<file path="config.mk">
export PLATFORM = sky130hd
export DESIGN_NAME = arrival_order_presence_list
export DESIGN_NICKNAME = d
export VERILOG_FILES = /design/src/hdl/aopl_pkg.sv /design/src/hdl/aopl_ctrl.sv /design/src/hdl/aopl_dpath.sv /design/src/hdl/arrival_order_presence_list.sv
export SDC_FILE = /design/constraint.sdc
export NUM_CORES = 1
export LEC_CHECK = 0
export BUFFER_PORTS_ARGS = -buffer_cell sky130_fd_sc_hd__buf_2
export CELL_PAD_IN_SITES_DETAIL_PLACEMENT = 1
export CELL_PAD_IN_SITES_GLOBAL_PLACEMENT = 1
export CORE_UTILIZATION = 28
export DETAILED_ROUTE_END_ITERATION = 12
export PLACE_DENSITY = 0.48
export SETUP_SLACK_MARGIN = 0.05
export SYNTH_ARGS = -nofsm -noshare
export SYNTH_HDL_FRONTEND = slang
export SYNTH_SLANG_ARGS = --single-unit
</file>
<file path="constraint.sdc">
create_clock -name clk_i -period 5 [get_ports clk_i]
set_input_delay 1 -clock clk_i [delete_from_list [all_inputs] [get_ports clk_i]]
set_output_delay 1 -clock clk_i [all_outputs]
set_load 0.02 [all_outputs]
</file>
<file path="src/hdl/aopl_pkg.sv">
// Package for the arrival order presence list block.
// Holds sizes, payload and control structs, codes and the count color table.
// No dependencies.
package aopl_pkg;

  localparam int MAX_AGENTS = 16;
  localparam int INDEX_BITS = 10;

  // Slot pointer and count widths follow from the list depth.
  localparam int PTR_W = (MAX_AGENTS > 1) ? $clog2(MAX_AGENTS) : 1;
  localparam int CNT_W = $clog2(MAX_AGENTS + 1);

  localparam int ID_W    = 10;
  localparam int POS_W   = 6;
  localparam int COUNT_W = 7;
  localparam int COLOR_W = 8;

  localparam logic ACT_PUSH   = 1'b0;
  localparam logic ACT_COMMIT = 1'b1;

  typedef enum logic [1:0] {
    KIND_PUSH  = 2'd0,
    KIND_ENTRY = 2'd1,
    KIND_EMPTY = 2'd2
  } kind_e;

  typedef enum logic [1:0] {
    ST_ADDED     = 2'd0,
    ST_DUPLICATE = 2'd1,
    ST_FULL      = 2'd2,
    ST_BELOW     = 2'd3
  } status_e;

  typedef struct packed {
    logic            action;
    logic [ID_W-1:0] agent_id;
  } in_item_t;

  typedef struct packed {
    kind_e                kind;
    status_e              status;
    logic [INDEX_BITS-1:0] agent_index;
    logic [POS_W-1:0]     position;
    logic [COUNT_W-1:0]   present_count;
    logic [COLOR_W-1:0]   red;
    logic [COLOR_W-1:0]   green;
    logic [COLOR_W-1:0]   blue;
    logic                 last;
  } out_item_t;

  typedef enum logic [2:0] {
    S_IDLE,
    S_PUSH,
    S_SCAN_OLD,
    S_SCAN_NEW,
    S_EMIT,
    S_EMPTY
  } state_e;

  // Commands from the controller to the datapath.
  typedef struct packed {
    logic latch;       // take the request, clear the commit counters
    logic push_exec;   // resolve a push and load its result
    logic old_step;    // check one entry of the old list against pending
    logic new_step;    // append one pending entry if not yet taken
    logic finish;      // install the new list, empty the pending list
    logic emit_entry;  // load one committed entry as a result
    logic emit_empty;  // load the empty list marker
  } ctrl_cmd_t;

  // Status from the datapath to the controller.
  typedef struct packed {
    logic in_commit;   // the offered request is a commit
    logic slot_free;   // the output register can take a result this cycle
    logic old_done;    // every old entry has been checked
    logic new_done;    // every pending entry has been visited
    logic n_zero;      // the new list is empty
    logic emit_last;   // the entry being emitted is the final one
  } ctrl_sts_t;

  typedef struct packed {
    logic [COLOR_W-1:0] red;
    logic [COLOR_W-1:0] green;
    logic [COLOR_W-1:0] blue;
  } color_t;

  // Display color chosen from the committed count.
  function automatic color_t count_color(input logic [CNT_W-1:0] count);
    color_t c;
    if (count == '0) begin
      c = '{red: 8'd189, green: 8'd131, blue: 8'd126};
    end else if (count == CNT_W'(2)) begin
      c = '{red: 8'd198, green: 8'd186, blue: 8'd58};
    end else begin
      c = '{red: 8'd44, green: 8'd83, blue: 8'd120};
    end
    return c;
  endfunction

endpackage

</file>
<file path="src/hdl/aopl_ctrl.sv">
// Controller state machine of the arrival order presence list block.
// Sequences push and commit requests; depends on aopl_pkg.
module aopl_ctrl
  import aopl_pkg::*;
(
  input  logic      clk_i,
  input  logic      rst_ni,
  input  logic      in_valid_i,
  output logic      in_ready_o,
  input  ctrl_sts_t sts_i,
  output ctrl_cmd_t cmd_o
);

  state_e state_q, state_d;

  always_ff @(posedge clk_i or negedge rst_ni) begin
    if (!rst_ni) begin
      state_q <= S_IDLE;
    end else begin
      state_q <= state_d;
    end
  end

  always_comb begin
    state_d = state_q;
    case (state_q)
      S_IDLE: begin
        if (in_valid_i) begin
          state_d = sts_i.in_commit ? S_SCAN_OLD : S_PUSH;
        end
      end
      S_PUSH: begin
        if (sts_i.slot_free) begin
          state_d = S_IDLE;
        end
      end
      S_SCAN_OLD: begin
        if (sts_i.old_done) begin
          state_d = S_SCAN_NEW;
        end
      end
      S_SCAN_NEW: begin
        if (sts_i.new_done) begin
          state_d = sts_i.n_zero ? S_EMPTY : S_EMIT;
        end
      end
      S_EMIT: begin
        if (sts_i.slot_free && sts_i.emit_last) begin
          state_d = S_IDLE;
        end
      end
      S_EMPTY: begin
        if (sts_i.slot_free) begin
          state_d = S_IDLE;
        end
      end
      default: begin
        state_d = S_IDLE;
      end
    endcase
  end

  always_comb begin
    cmd_o      = '0;
    in_ready_o = 1'b0;
    case (state_q)
      S_IDLE: begin
        in_ready_o   = 1'b1;
        cmd_o.latch  = in_valid_i;
      end
      S_PUSH: begin
        cmd_o.push_exec = sts_i.slot_free;
      end
      S_SCAN_OLD: begin
        cmd_o.old_step = !sts_i.old_done;
      end
      S_SCAN_NEW: begin
        cmd_o.new_step = !sts_i.new_done;
        cmd_o.finish   = sts_i.new_done;
      end
      S_EMIT: begin
        cmd_o.emit_entry = sts_i.slot_free;
      end
      S_EMPTY: begin
        cmd_o.emit_empty = sts_i.slot_free;
      end
      default: begin
        cmd_o = '0;
      end
    endcase
  end

endmodule

</file>
<file path="src/hdl/aopl_dpath.sv">
// Datapath of the arrival order presence list block: both lists, taken
// flags, scan counters, offset register and output register. Uses aopl_pkg.
module aopl_dpath
  import aopl_pkg::*;
(
  input  logic            clk_i,
  input  logic            rst_ni,
  input  in_item_t        in_item_i,
  input  logic            cfg_valid_i,
  input  logic [ID_W-1:0] cfg_data_i,
  output logic            out_valid_o,
  input  logic            out_ready_i,
  output out_item_t       out_item_o,
  input  ctrl_cmd_t       cmd_i,
  output ctrl_sts_t       sts_o
);

  logic [INDEX_BITS-1:0] present_q [MAX_AGENTS];
  logic [INDEX_BITS-1:0] pending_q [MAX_AGENTS];
  logic [CNT_W-1:0]      present_len_q, pending_len_q;
  logic [MAX_AGENTS-1:0] taken_q;
  logic [ID_W-1:0]       offset_q, id_q;
  logic [CNT_W-1:0]      i_q, j_q, n_q, k_q;
  logic                  out_valid_q;
  out_item_t             out_q;

  // Push resolution.
  logic                  below;
  logic [ID_W-1:0]       diff;
  logic [INDEX_BITS-1:0] rid;
  logic [MAX_AGENTS-1:0] push_match;
  logic [PTR_W-1:0]      match_pos;
  logic                  dup, full;
  status_e               push_status;

  // Commit scan.
  logic [INDEX_BITS-1:0] old_cur, new_cur;
  logic [MAX_AGENTS-1:0] old_match;
  logic                  new_free;
  color_t                push_color, list_color;

  assign below = id_q < offset_q;
  assign diff  = id_q - offset_q;
  assign rid   = diff[INDEX_BITS-1:0];
  assign full  = pending_len_q == CNT_W'(MAX_AGENTS);

  assign old_cur  = present_q[i_q[PTR_W-1:0]];
  assign new_cur  = pending_q[j_q[PTR_W-1:0]];
  assign new_free = !taken_q[j_q[PTR_W-1:0]];

  // Pending entries are unique, so at most one slot matches and the
  // matching slot number is an OR over the hits.
  always_comb begin
    match_pos = '0;
    for (int j = 0; j < MAX_AGENTS; j++) begin
      push_match[j] = (CNT_W'(j) < pending_len_q) && (pending_q[j] == rid);
      old_match[j]  = (CNT_W'(j) < pending_len_q) && !taken_q[j] &&
                      (pending_q[j] == old_cur);
      if (push_match[j]) begin
        match_pos = match_pos | PTR_W'(j);
      end
    end
  end

  assign dup = |push_match;

  always_comb begin
    if (below) begin
      push_status = ST_BELOW;
    end else if (dup) begin
      push_status = ST_DUPLICATE;
    end else if (full) begin
      push_status = ST_FULL;
    end else begin
      push_status = ST_ADDED;
    end
  end

  assign push_color = count_color(present_len_q);
  assign list_color = count_color(present_len_q);

  // Control state.
  always_ff @(posedge clk_i or negedge rst_ni) begin
    if (!rst_ni) begin
      offset_q      <= '0;
      present_len_q <= '0;
      pending_len_q <= '0;
      taken_q       <= '0;
      i_q           <= '0;
      j_q           <= '0;
      n_q           <= '0;
      k_q           <= '0;
      out_valid_q   <= 1'b0;
    end else begin
      if (cfg_valid_i) begin
        offset_q <= cfg_data_i;
      end
      if (cmd_i.latch) begin
        i_q     <= '0;
        j_q     <= '0;
        n_q     <= '0;
        k_q     <= '0;
        taken_q <= '0;
      end
      if (cmd_i.push_exec && (push_status == ST_ADDED)) begin
        pending_len_q <= pending_len_q + CNT_W'(1);
      end
      if (cmd_i.old_step) begin
        i_q <= i_q + CNT_W'(1);
        if (|old_match) begin
          taken_q <= taken_q | old_match;
          n_q     <= n_q + CNT_W'(1);
        end
      end
      if (cmd_i.new_step) begin
        j_q <= j_q + CNT_W'(1);
        if (new_free && (n_q < CNT_W'(MAX_AGENTS))) begin
          n_q <= n_q + CNT_W'(1);
        end
      end
      if (cmd_i.finish) begin
        present_len_q <= n_q;
        pending_len_q <= '0;
        taken_q       <= '0;
      end
      if (cmd_i.emit_entry) begin
        k_q <= k_q + CNT_W'(1);
      end
      if (cmd_i.push_exec || cmd_i.emit_entry || cmd_i.emit_empty) begin
        out_valid_q <= 1'b1;
      end else if (out_ready_i) begin
        out_valid_q <= 1'b0;
      end
    end
  end

  // List storage and payload registers. The new list is built in place:
  // the write slot never passes the old entry being read.
  always_ff @(posedge clk_i) begin
    if (cmd_i.latch) begin
      id_q <= in_item_i.agent_id;
    end
    if (cmd_i.push_exec && (push_status == ST_ADDED)) begin
      pending_q[pending_len_q[PTR_W-1:0]] <= rid;
    end
    if (cmd_i.old_step && (|old_match)) begin
      present_q[n_q[PTR_W-1:0]] <= old_cur;
    end
    if (cmd_i.new_step && new_free && (n_q < CNT_W'(MAX_AGENTS))) begin
      present_q[n_q[PTR_W-1:0]] <= new_cur;
    end
    if (cmd_i.push_exec) begin
      out_q.kind          <= KIND_PUSH;
      out_q.status        <= push_status;
      out_q.agent_index   <= below ? '0 : rid;
      case (push_status)
        ST_ADDED:     out_q.position <= POS_W'(pending_len_q);
        ST_DUPLICATE: out_q.position <= POS_W'(match_pos);
        default:      out_q.position <= '0;
      endcase
      out_q.present_count <= COUNT_W'(present_len_q);
      out_q.red           <= push_color.red;
      out_q.green         <= push_color.green;
      out_q.blue          <= push_color.blue;
      out_q.last          <= 1'b1;
    end
    if (cmd_i.emit_entry) begin
      out_q.kind          <= KIND_ENTRY;
      out_q.status        <= ST_ADDED;
      out_q.agent_index   <= present_q[k_q[PTR_W-1:0]];
      out_q.position      <= POS_W'(k_q);
      out_q.present_count <= COUNT_W'(present_len_q);
      out_q.red           <= list_color.red;
      out_q.green         <= list_color.green;
      out_q.blue          <= list_color.blue;
      out_q.last          <= sts_o.emit_last;
    end
    if (cmd_i.emit_empty) begin
      out_q.kind          <= KIND_EMPTY;
      out_q.status        <= ST_ADDED;
      out_q.agent_index   <= '0;
      out_q.position      <= '0;
      out_q.present_count <= '0;
      out_q.red           <= list_color.red;
      out_q.green         <= list_color.green;
      out_q.blue          <= list_color.blue;
      out_q.last          <= 1'b1;
    end
  end

  assign out_valid_o = out_valid_q;
  assign out_item_o  = out_q;

  assign sts_o.in_commit = in_item_i.action == ACT_COMMIT;
  assign sts_o.slot_free = !out_valid_q || out_ready_i;
  assign sts_o.old_done  = i_q == present_len_q;
  assign sts_o.new_done  = j_q == pending_len_q;
  assign sts_o.n_zero    = n_q == '0;
  assign sts_o.emit_last = (k_q + CNT_W'(1)) == present_len_q;

endmodule

</file>
<file path="src/hdl/arrival_order_presence_list.sv">
// Top level of the arrival order presence list block.
// Joins aopl_ctrl and aopl_dpath; uses aopl_pkg.
//
//   Channel  Handshake                  Payload       Direction
//   in       in_valid_i / in_ready_o    in_item_i     push or commit request
//   out      out_valid_o / out_ready_i  out_item_o    push status, entry or empty
//   cfg      cfg_valid_i / cfg_ready_o  cfg_data_i    index offset write
//
// A push is registered in the idle state and resolved against all pending
// slots in parallel in the push state once the output register is free.
// A commit is run by the scan sequencer, which visits one old entry, then
// one pending entry, then one result a cycle; results wait on a free output.
// Reset empties both lists, clears the taken flags and sets the offset to
// zero; list contents need no clearing pass. A stalled output holds its
// result in the output register, and the emit steps wait on it.
module arrival_order_presence_list
  import aopl_pkg::*;
(
  input  logic            clk_i,
  input  logic            rst_ni,
  input  logic            in_valid_i,
  output logic            in_ready_o,
  input  in_item_t        in_item_i,
  output logic            out_valid_o,
  input  logic            out_ready_i,
  output out_item_t       out_item_o,
  input  logic            cfg_valid_i,
  output logic            cfg_ready_o,
  input  logic [ID_W-1:0] cfg_data_i
);

  ctrl_cmd_t cmd;
  ctrl_sts_t sts;

  // The offset register takes a write in any cycle.
  assign cfg_ready_o = 1'b1;

  // The controller only sequences; every list, counter and result register
  // lives in the datapath.
  aopl_ctrl u_ctrl (
    .clk_i      (clk_i),
    .rst_ni     (rst_ni),
    .in_valid_i (in_valid_i),
    .in_ready_o (in_ready_o),
    .sts_i      (sts),
    .cmd_o      (cmd)
  );

  aopl_dpath u_dpath (
    .clk_i       (clk_i),
    .rst_ni      (rst_ni),
    .in_item_i   (in_item_i),
    .cfg_valid_i (cfg_valid_i),
    .cfg_data_i  (cfg_data_i),
    .out_valid_o (out_valid_o),
    .out_ready_i (out_ready_i),
    .out_item_o  (out_item_o),
    .cmd_i       (cmd),
    .sts_o       (sts)
  );

endmodule
</file>
==> impl_results.md, run 1 <==
- Run status: complete, no violations
- Cells after Synth: 2,056
- Layout cell share with drive strength beyond 1: 0.259
- Multi-input logic area: 13,000 um^2
- IO Count: 81
- Clk slew on worst S/H paths: 0.07 ns
- Final nets: 2,271
- Final setup violation count: 0
- Tcrit/Tclk final: 0.954
- Worst-case clock buffer depth: 3
- Pre-antenna DRT Iters: 7
- Die height: 306 um
- Finished Layout Cells: 3,452
- Placement Cell Area: 28,700 um^2
- Count of flip-flops with a built-in enable after synthesis: 337
- Post-Synth Adder-Cell Area: 0.0114
- Synth Area in Compound Gates: 0.0918
- Async SR Flop Fraction: 0.142
- Critical Path RT: 5.30 ns
- Post-Route Utilization: 0.333
- Vias in the first global route: 20,000
- Largest family of logic cells by synthesized area: multiplexers
- Cell count after placement: 3,355
- Critical Path End Type: flop
- # rows: 111
- Cell area after synthesis: 25,900 um^2
- Mux share of post-synthesis cell area: 0.141
- CP arrival: 5.07 ns
- Synth top area share: 0.391
- Worst setup margin: 0.232 ns
- Post-DR wirelength/cell: 33.2 um
- Layout fillers: 9,780
- DIE AREA: 93,600 um^2
- Top cells by area, synth: edfxtp_1 39%, mux4_2 8.9%, dfrtp_1 5.8%, xnor2_1 5.2%, xor2_1 5.0%
- Starting Density: 0.283
- Setup TNS: 0 ns
- Crit start category: flop
- Most frequent cell after synthesis: edfxtp_1
- Worst vdd ir: 263 uV
- #FFs+latches synth: 422
- Fin. Hold Viols: 0
- Detailed Route Iter0 Violations: 1,939
- DRC: 0
- Pre-CTS setup slack: -0.0914 ns
- Xor and xnor area share after synthesis: 0.141
- Grt ovf: 0
- Syn Area/Cell: 12.6 um^2
- Worst Clk Skew: 0.0317 ns
- Clk Latency, worst-skew pair: 0.63 ns
- Die span in x: 306 um
- First-pass GRT wire length: 160,000 um
- Root Driver: clkbuf_16
- Detailed placement HPWL: 86,700 um
- Vias per cell: 5.69
- RSZ-0062 raised after global routing: no
- Simple-gate share of the synthesized area: 0.108
- Synth warn: 0
- CTS tree: built
- Leading area contributor after synthesis: edfxtp_1
- Post-DRT Antenna Nets: 0
- Top post-synthesis cells by count: 337 x edfxtp_1, 153 x xnor2_1, 148 x xor2_1, 103 x o21ai_0, 102 x mux4_2
- CTS Buf Count: 49
- H-tree depth: 2
- Critical path class: reg -> reg
- Crit path max fanout: 16
- Final Wtd Congestion: 0.965
- Post-Route WL: 115,000 um
- Clock sinks: 422
- Sequential share of the synthesized area: 0.469
- Vias after detailed routing: 19,700
- Lkg Pwr: 10.9 nW
- Synth cell types: 105
- Max Cap Viol: 0
- Initial antenna violation count: 6
- Largest net degree at the start of global routing: 40
- Worst-Margin Slew: 1.15 ns
- Register area: 12,100 um^2
- Main synth FF type: edfxtp_1
- Total track usage: 0.243
- Design area: 30,500 um^2
- Final-report max-slew violation count: 0
- Core area: 91,500 um^2
- IO Port Bufs: 73
- Fmax: 210 MHz
- Fin crit period: 4.77 ns
- Worst slew margin relative to its limit: 0.227
- Layout area overhead: 18.0%
- Pwr/cell area: 638 nW/um^2
- Cts hold-fix bufs: 0
- Worst Hold Class: in -> async
metal layers:
layer / global-route usage / vias to the layer above / routed length (um)
li1: - / 8162 / -
met1: 0.334 / 10400 / 50000
met2: 0.380 / 863 / 51800
met3: 0.0431 / 206 / 8200
met4: 0.0893 / 6 / 4540
met5: 0 / - / 41
layout by cell type, fill, tap and decap left out, types with 10 or more instances in the layout:
| cell | instances |
|---|---|
| edfxtp_1 | 337 |
| buf_4 | 171 |
| xnor2_1 | 151 |
| xor2_1 | 148 |
| mux4_2 | 102 |
| o21ai_0 | 101 |
| nand2_1 | 99 |
| mux2i_1 | 87 |
| buf_2 | 72 |
| nand3_1 | 70 |
| nor2_1 | 66 |
| nor3_1 | 57 |
| dfrtp_1 | 54 |
| clkbuf_16 | 49 |
| a21oi_1 | 43 |
| xnor3_1 | 42 |
| mux2_2 | 39 |
| inv_1 | 38 |
| a22o_1 | 25 |
| dfxtp_1 | 25 |
| nor4_1 | 24 |
| buf_12 | 24 |
| ha_1 | 22 |
| nand4_1 | 19 |
| a22oi_1 | 18 |
| a221oi_1 | 17 |
| a211oi_1 | 14 |
| nor2b_1 | 12 |
| clkbuf_1 | 12 |
| and3_1 | 11 |
| nand2b_1 | 10 |
| a31oi_1 | 10 |
| o22ai_1 | 10 |
| nand4b_1 | 10 |
power by group:
part           switching, W  total, W  leakage (nW)  internal (W)
sequential         0.000449   0.00523          4.02       0.00478
combinational       0.00677    0.0106          6.14       0.00388
clock               0.00160   0.00360         0.759       0.00200
flip-flops by register name (all words and copies together), names as in the netlist, 10 cells and up:
name,cells
u_dpath.pending_q,160
u_dpath.present_q,160
u_dpath.out_item_o,32
u_dpath.taken_q,16
u_dpath.id_q,10
u_dpath.offset_q,10
metrics by stage:
step / hold slack, ns / power (W)
2_1_floorplan: 0.458 / 0.0112
3_5_place_dp: 0.441 / 0.0156
3_3_place_gp: 0.433 / 0.0155
5_1_grt: 0.427 / 0.0202
6_report: 0.388 / 0.0195
4_1_cts: 0.396 / 0.0193
layout make-up:
class                           count  area share
Clock buffer                       62      0.0421
Timing Repair Buffer              268      0.0701
Clock inverter                     30     0.00968
Multi-Input combinational cell   1443       0.427
Antenna cell                        3    0.000246
Sequential cell                   422       0.398
Inverter                           38     0.00468
Tap cell                         1186      0.0486
logic make-up after synthesis:
logic type,count (synthesis)
adders and majority gates,23
and+or+nand+nor,494
xor gates and xnor gates,346
muxes,230
DFF,422
buffers and inverters,196
other,2
AOI/OAI and AO/OA,343
critical path: stages (launching register included):
cell and delay (ns):
dfrtp_1 0.39, buf_4 0.21, and2_1 0.25, buf_4 0.22, a22oi_2 0.32, nand2_1 0.34, buf_4 0.27, xor2_1 0.18
nand3_1 0.11, mux4_2 0.52, nor4_2 0.45, nor4_2 0.19, nand4_4 0.18, nand2_4 0.15, nor4bb_2 0.34, buf_4 0.29
worst paths after layout:
kind / end / slack, ns / startpoint / cells after the start
max: u_dpath.present_q[8][5] / 0.23 / u_dpath.i_q[2] / 15
max reg2reg: u_dpath.present_q[8][5] / 0.23 / u_dpath.i_q[2] / 15
min: u_dpath.offset_q[9] / 0.39 / rst_ni / 1
max in group asynchronous: u_dpath.taken_q[0] / 3.76 / rst_ni / 2
min in group clk_i: u_dpath.out_item_o[51] / 0.45 / u_dpath.out_item_o[51] / 2
min reg2reg: u_dpath.out_item_o[51] / 0.45 / u_dpath.out_item_o[51] / 2
repair_timing:
item                       CTS  global route
setup buffers                1             1
cloned                       0             0
setup endpoints to repair  200           304
gates resized for setup      8            39
hold endpoints to repair     0             0
pin swaps                    0             1
(Power assumes the default switching activity.)
==> run 2: changes to the inputs <==
- ABC_AREA: default -> 1
- CTS_CLUSTER_DIAMETER: default -> 200
- PLACE_DENSITY: 0.48 -> 0.52
- SYNTH_HIERARCHICAL: default -> 1
==> run 2 against run 1 <==
Register-to-register slack better by 0.20 ns. Synthesized area is 1.2% higher. Highest routed layer is now met4. Wire length is 19% higher. Via count is 34% higher. Power is 2.3% higher. Cell count is 43% higher. Combinational power hardly changed. First-iteration DRC count is 26% higher. Sequential share of layout area is 0.95 points lower.
==> impl_results.md, run 2 <==
- Hold slack: 0.455 ns (+0.0668 ns)
- Commonest cells after routing, fill and taps aside: 1,033 x nand2_1, 411 x inv_1, 348 x nor2_1, 345 x nand3_1, 337 x edfxtp_1
- Async SR Flop Fraction: 0.142 (unchanged)
- Syn Area/Cell: 7.49 um^2 (-40%)
- Cts hold-fix bufs: 0 (unchanged)
- Top cells by area, synth: edfxtp_1 39%, nand2_1 15%, nand3_1 6.6%, inv_1 5.9%, dfrtp_1 5.7%
- Vias in the first global route: 26,500 (+33%)
- Worst-case clock buffer depth: 3 (unchanged)
- IO Port Bufs: 73 (unchanged)
- Reg power frac: 0.255 (-0.013)
- Post-DRT Antenna Nets: 0 (unchanged)
- Sequential share of the synthesized area: 0.463 (-0.00540)
- Clk Latency, worst-skew pair: 0.67 ns (+0.04 ns)
- Main synth FF type: edfxtp_1
- Worst vdd ir: 294 uV (+12%)
- Clock sinks: 422 (unchanged)
- Detailed Route Iter0 Violations: 2,447 (+26%)
- First-pass GRT wire length: 194,000 um (+21%)
- Post-Route Utilization: 0.339 (+0.00610)
- Final nets: 3,711 (+63%)
- Synth top area share: 0.387 (-0.00451)
- Cell area after synthesis: 26,200 um^2 (+1.2%)
- Vias after detailed routing: 26,300 (+34%)
- CTS tree: built
- Worst slew margin relative to its limit: 0.240 (+0.0131)
- Final setup violation count: 0 (unchanged)
- Global-route met1 utilization: 0.395 (+0.0602)
- Final Wtd Congestion: 0.986 (+2.1%)
- Pre-antenna DRT Iters: 5 (-2)
- Combinational Power Share: 0.538 (-0.009)
- Global route hottest layer: met2
- Worst Clk Skew: 0.0280 ns (-0.00368 ns)
- Top post-synthesis cells by count: 1,034 x nand2_1, 412 x inv_1, 348 x nor2_1, 345 x nand3_1, 337 x edfxtp_1
- Setup TNS: 0 ns (unchanged)
- Worst Hold Class: reg -> reg
- Grt met2 use: 0.450 (+0.0695)
- Critical path class: reg -> reg
- Die height: 308 um (+0.58%)
- Design area: 31,300 um^2 (+2.4%)
- Internal power: 0.0101 W (-5.6%)
- Clk slew on worst S/H paths: 0.06 ns (about the same)
- Layout area overhead: 19.5%
- Commonest non-fill, non-tap cell in the layout: nand2_1
- Initial antenna violation count: 7 (+1)
- Synth Area in Compound Gates: 0.104 (+0.0126)
- Most frequent cell after synthesis: nand2_1
- Post-Route WL: 136,000 um (+19%)
- Switch share: 0.495 (+0.0422)
- Max Cap Viol: 0 (unchanged)
- IO Count: 81 (unchanged)
- Synth warn: 6 (+6)
- #FFs+latches synth: 422 (unchanged)
- Largest family of logic cells by synthesized area: simple AND/OR/NAND/NOR gates
- Final-report max-slew violation count: 0 (unchanged)
- Critical Path RT: 5.37 ns (+0.07 ns)
- Mux share of post-synthesis cell area: 0.000430 (-0.141)
- Die span in x: 308 um (+0.58%)
- Power consumption: 0.0199 W (+2.3%)
- Crit start category: flop
- CTS Buf Count: 54 (+10%)
- Clk pwr share: 0.207 (+0.022)
- Layout fillers: 11,200 (+14%)
- Detailed placement HPWL: 99,700 um (+15%)
- Leading area contributor after synthesis: edfxtp_1
- Xor and xnor area share after synthesis: 0.0258 (-0.115)
- Starting Density: 0.284 (+0.00157)
- Cells after Synth: 3,494 (+70%)
- Post-CTS Setup Repair Bufs: 0 (-1)
- Grt ovf: 0 (unchanged)
- Layout cell share with drive strength beyond 1: 0.122 (-0.138)
- Pwr/cell area: 637 nW/um^2 (-0.18%)
- Post-Synth Adder-Cell Area: 0.0113 (-0.000132)
- Run status: complete, no violations
- Worst-Margin Slew: 1.14 ns (-0.00901 ns)
- Synth cell types: 52 (-50%)
- Fmax: 219 MHz (+4.3%)
- Fin. Hold Viols: 0 (unchanged)
- Lkg Pwr: 14.0 nW (+28%)
- Tcrit/Tclk final: 0.914 (-0.0395)
- Largest net degree at the start of global routing: 66 (+65%)
- Crit path max fanout: 17 (+1)
- CP arrival: 4.95 ns (-0.12 ns)
- DRC: 0 (unchanged)
- Vias per cell: 5.32 (-6.6%)
- DIE AREA: 94,700 um^2 (+1.2%)
- Core area: 92,100 um^2 (+0.61%)
- Switching pwr: 0.00986 W (+12%)
- RSZ-0062 raised after global routing: no
- Post-DR wirelength/cell: 27.5 um (-17%)
- Root Driver: clkbuf_16
- Total track usage: 0.286 (+0.0432)
- H-tree depth: 2 (unchanged)
- Critical Path End Type: flop
- Count of flip-flops with a built-in enable after synthesis: 337 (unchanged)
- # rows: 111 (unchanged)
- Fin crit period: 4.57 ns (-0.197 ns)
- Simple-gate share of the synthesized area: 0.297 (+0.189)
- Placement Cell Area: 29,400 um^2 (+2.4%)
- GRT met3 Usage: 0.0425 (-0.000603)
==> run 2: area by class of cell <==
cell class                      count  area (um^2)  area share
Antenna cell                        1         2.50   0.0000801
Tap cell                         1243         1560      0.0498
Inverter                          426         1600      0.0513
Sequential cell                   422        12100       0.388
Clock inverter                     31          350      0.0112
Clock buffer                       70         1480      0.0475
Multi-Input combinational cell   2467        11600       0.371
Timing Repair Buffer              291         2520      0.0805
==> run 2: kinds of logic after synthesis <==
family                   after synthesis
AND/OR/NAND/NOR                     1862
buffers and inverters                610
AO/OA/AOI/OAI                        497
flip-flops                           422
XOR/XNOR                              77
adder cells (fa/ha/maj)               23
other                                  2
multiplexers                           1
==> run 2: worst paths after layout <==
kind	startpoint	end	slack (ns)	cells past startpoint
min	u_dpath/out_item_o[51]	u_dpath/out_item_o[51]	0.46	2
min in group asynchronous	rst_ni	u_dpath/out_valid_o	0.51	1
max	u_dpath/offset_q[0]	u_dpath/pending_q[3][6]	0.43	20
min reg2reg	u_dpath/out_item_o[51]	u_dpath/out_item_o[51]	0.46	2
max reg2reg	u_dpath/offset_q[0]	u_dpath/pending_q[3][6]	0.43	20
max in group asynchronous	rst_ni	u_dpath/i_q[0]	3.70	1
==> run 2: repair_timing <==
action,in CTS,in global routing
setup endpoints to repair,47,158
resized for setup,1,5
hold endpoints to repair,0,0
==> run 2: routing by layer <==
layer  up-vias  routed length, um
met4         0               5270
met3       218               9230
met1     13300              61200
met2      1023              60500
met5         -                  0
li1      11800                  -
==> run 2: worst max-delay path: stages, from the launching register on <==
cell and delay (ns):
dfrtp_1 0.40, ha_1 0.24, fa_1 0.41, inv_1 0.11, nand2_2 0.20, nand2_1 0.13
buf_4 0.23, buf_4 0.36, xor2_1 0.18, nor2_1 0.07, nand3_1 0.15, nor2_1 0.07
nand4_1 0.09, nand2_1 0.15, nor2_1 0.27, nand2_1 0.16, nor2_4 0.23, nand3_2 0.11
buf_12 0.19, nor3_2 0.25, buf_4 0.25
==> run 2: power groups by stage <==
stage          combinational [W]  clock (W)  sequential (W)
2_1_floorplan            0.00507          0         0.00507
3_3_place_gp              0.0104          0         0.00513
3_5_place_dp              0.0105          0         0.00514
4_1_cts                   0.0105    0.00424         0.00507
5_1_grt                   0.0113    0.00432         0.00511
6_report                  0.0107    0.00413         0.00507
==> run 2: per-stage QoR <==
step	instances	worst slack (ns)
final	4951	0.430
after global routing	4950	0.160
after CTS	4950	0.141
after detailed placement	4849	0.0199
after global placement	4849	0.0754
after floorplan	3499	1.00
==> run 3: changes to the inputs <==
- CORE_UTILIZATION: 28 -> 45
- PLACE_DENSITY: 0.52 -> 0.77
==> run 3 against run 2 <==
Sequential cell count stayed put. Power down 9.2%. Sequential share of layout area up 2.6 points. Clock skew is 0.0061 ns lower. Register-to-register slack got worse by 0.40 ns. Sequential power about the same. Count of clock-buffer cells in the layout fell by 12. Utilization is 17 points higher. Design area fell by 6.2%. Largest cell class unchanged.
==> impl_results.md, run 3 (synthesis results as in run 2) <==
- Run status: complete, no violations
- Core area: 57,600 um^2 (-37%)
- R2R Setup Slk: 0.03 ns (-0.40 ns)
- Vias in the first global route: 26,800 (+1.0%)
- Pwr/cell area: 617 nW/um^2 (-3.2%)
- Layout cell share with drive strength beyond 1: 0.101 (-0.0208)
- Max Cap Viol: 0 (unchanged)
- Clk Latency, worst-skew pair: 0.62 ns (-0.05 ns)
- Critical Path End Type: flop
- Clock sinks: 422 (unchanged)
- H-tree depth: 2 (unchanged)
- CP arrival: 5.27 ns (+0.32 ns)
- DIE AREA: 59,100 um^2 (-38%)
- Final setup violation count: 0 (unchanged)
- Crit-path slowest cell: nand2_2
- Post-Route WL: 123,000 um (-9.9%)
- Detailed Route Iter0 Violations: 2,659 (+8.7%)
- Final Wtd Congestion: 0.976 (-0.96%)
- Detailed placement HPWL: 90,700 um (-9.0%)
- Antenna Cells: 0 (-1)
- Lkg Pwr: 13.3 nW (-4.6%)
- Setup TNS: 0 ns (unchanged)
- R2R depth: 20 (unchanged)
- Largest net degree at the start of global routing: 83 (+26%)
- CP cell instances: ha_1, fa_1, inv_1, nand2_1, nand2_1, nand3_1, nand2_2, buf_4, nand2_1, nand3_1, nor2_1, nand4_1, nand2_1, nor2_1, nand2_1, nor2_4, nand3_2, buf_4, nor3_1, buf_4
- Die height: 243 um (-21%)
- Most used cell, CP: nand2_1
- Critical path class: reg -> reg
- IO Count: 81 (unchanged)
- Worst Clk Skew: 0.0219 ns (-0.00612 ns)
- Post-DRT Antenna Nets: 0 (unchanged)
- Crit start category: flop
- IO Port Bufs: 73 (unchanged)
- CTS Buf Count: 48 (-11%)
- Critical Path RT: 5.30 ns (-0.07 ns)
- Die span in x: 243 um (-21%)
- Clk slew on worst S/H paths: 0.06 ns (about the same)
- Final-report max-slew violation count: 0 (unchanged)
- Worst-case clock buffer depth: 3 (unchanged)
- Tcrit/Tclk final: 0.993 (+0.0792)
- Design area: 29,300 um^2 (-6.2%)
- Layout area overhead: 12.1%
- Vias after detailed routing: 26,400 (+0.30%)
- Fin. Hold Viols: 0 (unchanged)
- Worst slew margin relative to its limit: 0.200 (-0.0403)
- Vias per cell: 6.02 (+13%)
- Worst-Margin Slew: 1.20 ns (+0.0591 ns)
- Placement Cell Area: 27,700 um^2 (-5.7%)
- First-pass GRT wire length: 177,000 um (-8.5%)
- Root Driver: clkbuf_16
- Final nets: 3,629 (-2.2%)
- CTS tree: built
- Total track usage: 0.411 (+0.125)
- Commonest non-fill, non-tap cell in the layout: nand2_1
- Grt ovf: 0 (unchanged)
- Max stage delay on crit path: 0.44 ns (+0.03 ns)
- Fin crit period: 4.97 ns (+0.396 ns)
- DRC: 0 (unchanged)
- Commonest cells after routing, fill and taps aside: 1,031 x nand2_1, 412 x inv_1, 348 x nor2_1, 345 x nand3_1, 337 x edfxtp_1
- Post-DR wirelength/cell: 28.0 um (+1.7%)
- Pre-antenna DRT Iters: 6 (+1)
- Starting Density: 0.454 (+0.170)
- Worst Setup EP: u_dpath/pending_q[10][7]
- Worst Setup SP: u_dpath/offset_q[0]
- # rows: 88 (-21%)
- RSZ-0062 raised after global routing: no
- Reg2reg end: u_dpath/pending_q[10][7]
- Initial antenna violation count: 0 (-7)
- Worst Hold Class: in -> async
- Crit path max fanout: 17 (unchanged)
- Fmax: 201 MHz (-8.0%)
- FF-to-FF Start: u_dpath/offset_q[0]
- Worst vdd ir: 410 uV (+40%)
run 3: metrics by stage:
stage	hold WS, ns	cells	setup WS, ns	power (W)	util
after floorplan	0.494	3499	1.00	0.0101	-
after global placement	0.428	4295	0.356	0.0139	0.481
after detailed placement	0.448	4295	0.212	0.0141	0.481
after CTS	0.450	4383	0.183	0.0178	0.509
after global routing	0.478	4383	0.0356	0.0187	0.509
final	0.454	4383	0.0338	0.0181	0.509
run 3: how the worst min path moves through the flow:
| stage | start | end | slack [ns] | cells past startpoint |
|---|---|---|---|---|
| after floorplan | u_dpath/offset_q[2] | u_dpath/offset_q[2] | 0.49 | 2 |
| after global placement | u_dpath/out_item_o[51] | u_dpath/out_item_o[51] | 0.43 | 2 |
| after detailed placement | u_dpath/out_item_o[51] | u_dpath/out_item_o[51] | 0.45 | 2 |
| after CTS | rst_ni | u_dpath/offset_q[1] | 0.45 | 1 |
| after global routing | u_dpath/out_item_o[51] | u_dpath/out_item_o[51] | 0.48 | 2 |
| final | rst_ni | u_dpath/offset_q[1] | 0.45 | 1 |
run 3: layout make-up:
type / count / area (um^2)
Timing Repair Buffer: 215 / 1460
Fill cell: 7221 / 28300
Tap cell: 765 / 957
Multi-Input combinational cell: 2467 / 11600
Inverter: 426 / 1600
Sequential cell: 422 / 12100
Clock buffer: 58 / 1280
Clock inverter: 30 / 292
run 3: per-layer routing:
layer  track usage  up-vias  routed length (um)
met5             0        -                   0
met4         0.313        0               10700
met3        0.0592      405                8830
met2         0.672     1388               57000
met1         0.491    13000               46100
li1              -    11600                   -
run 3: timing repair:
action | in CTS | in global routing
setup buffers | 0 | 0
endpoints found under the setup margin | 0 | 179
hold buffers | 0 | 0
gates resized for setup | 0 | 6
run 3: worst max-delay path: cells and delay by family, from the launching register on:
| family | cells | cell delay, ns |
|---|---|---|
| adder cells (fa/ha/maj) | 2 | 0.64 |
| buffers and inverters | 4 | 0.83 |
| flip-flops | 1 | 0.41 |
| AND/OR/NAND/NOR | 14 | 2.75 |
run 3: where the power goes:
part | switching (W) | internal, W | total (W) | leakage, nW
clock network | 0.00155 | 0.00208 | 0.00362 | 0.755
logic | 0.00716 | 0.00225 | 0.00941 | 8.54
registers | 0.000333 | 0.00471 | 0.00504 | 4.04
total | 0.00904 | 0.00904 | 0.0181 | 13.3
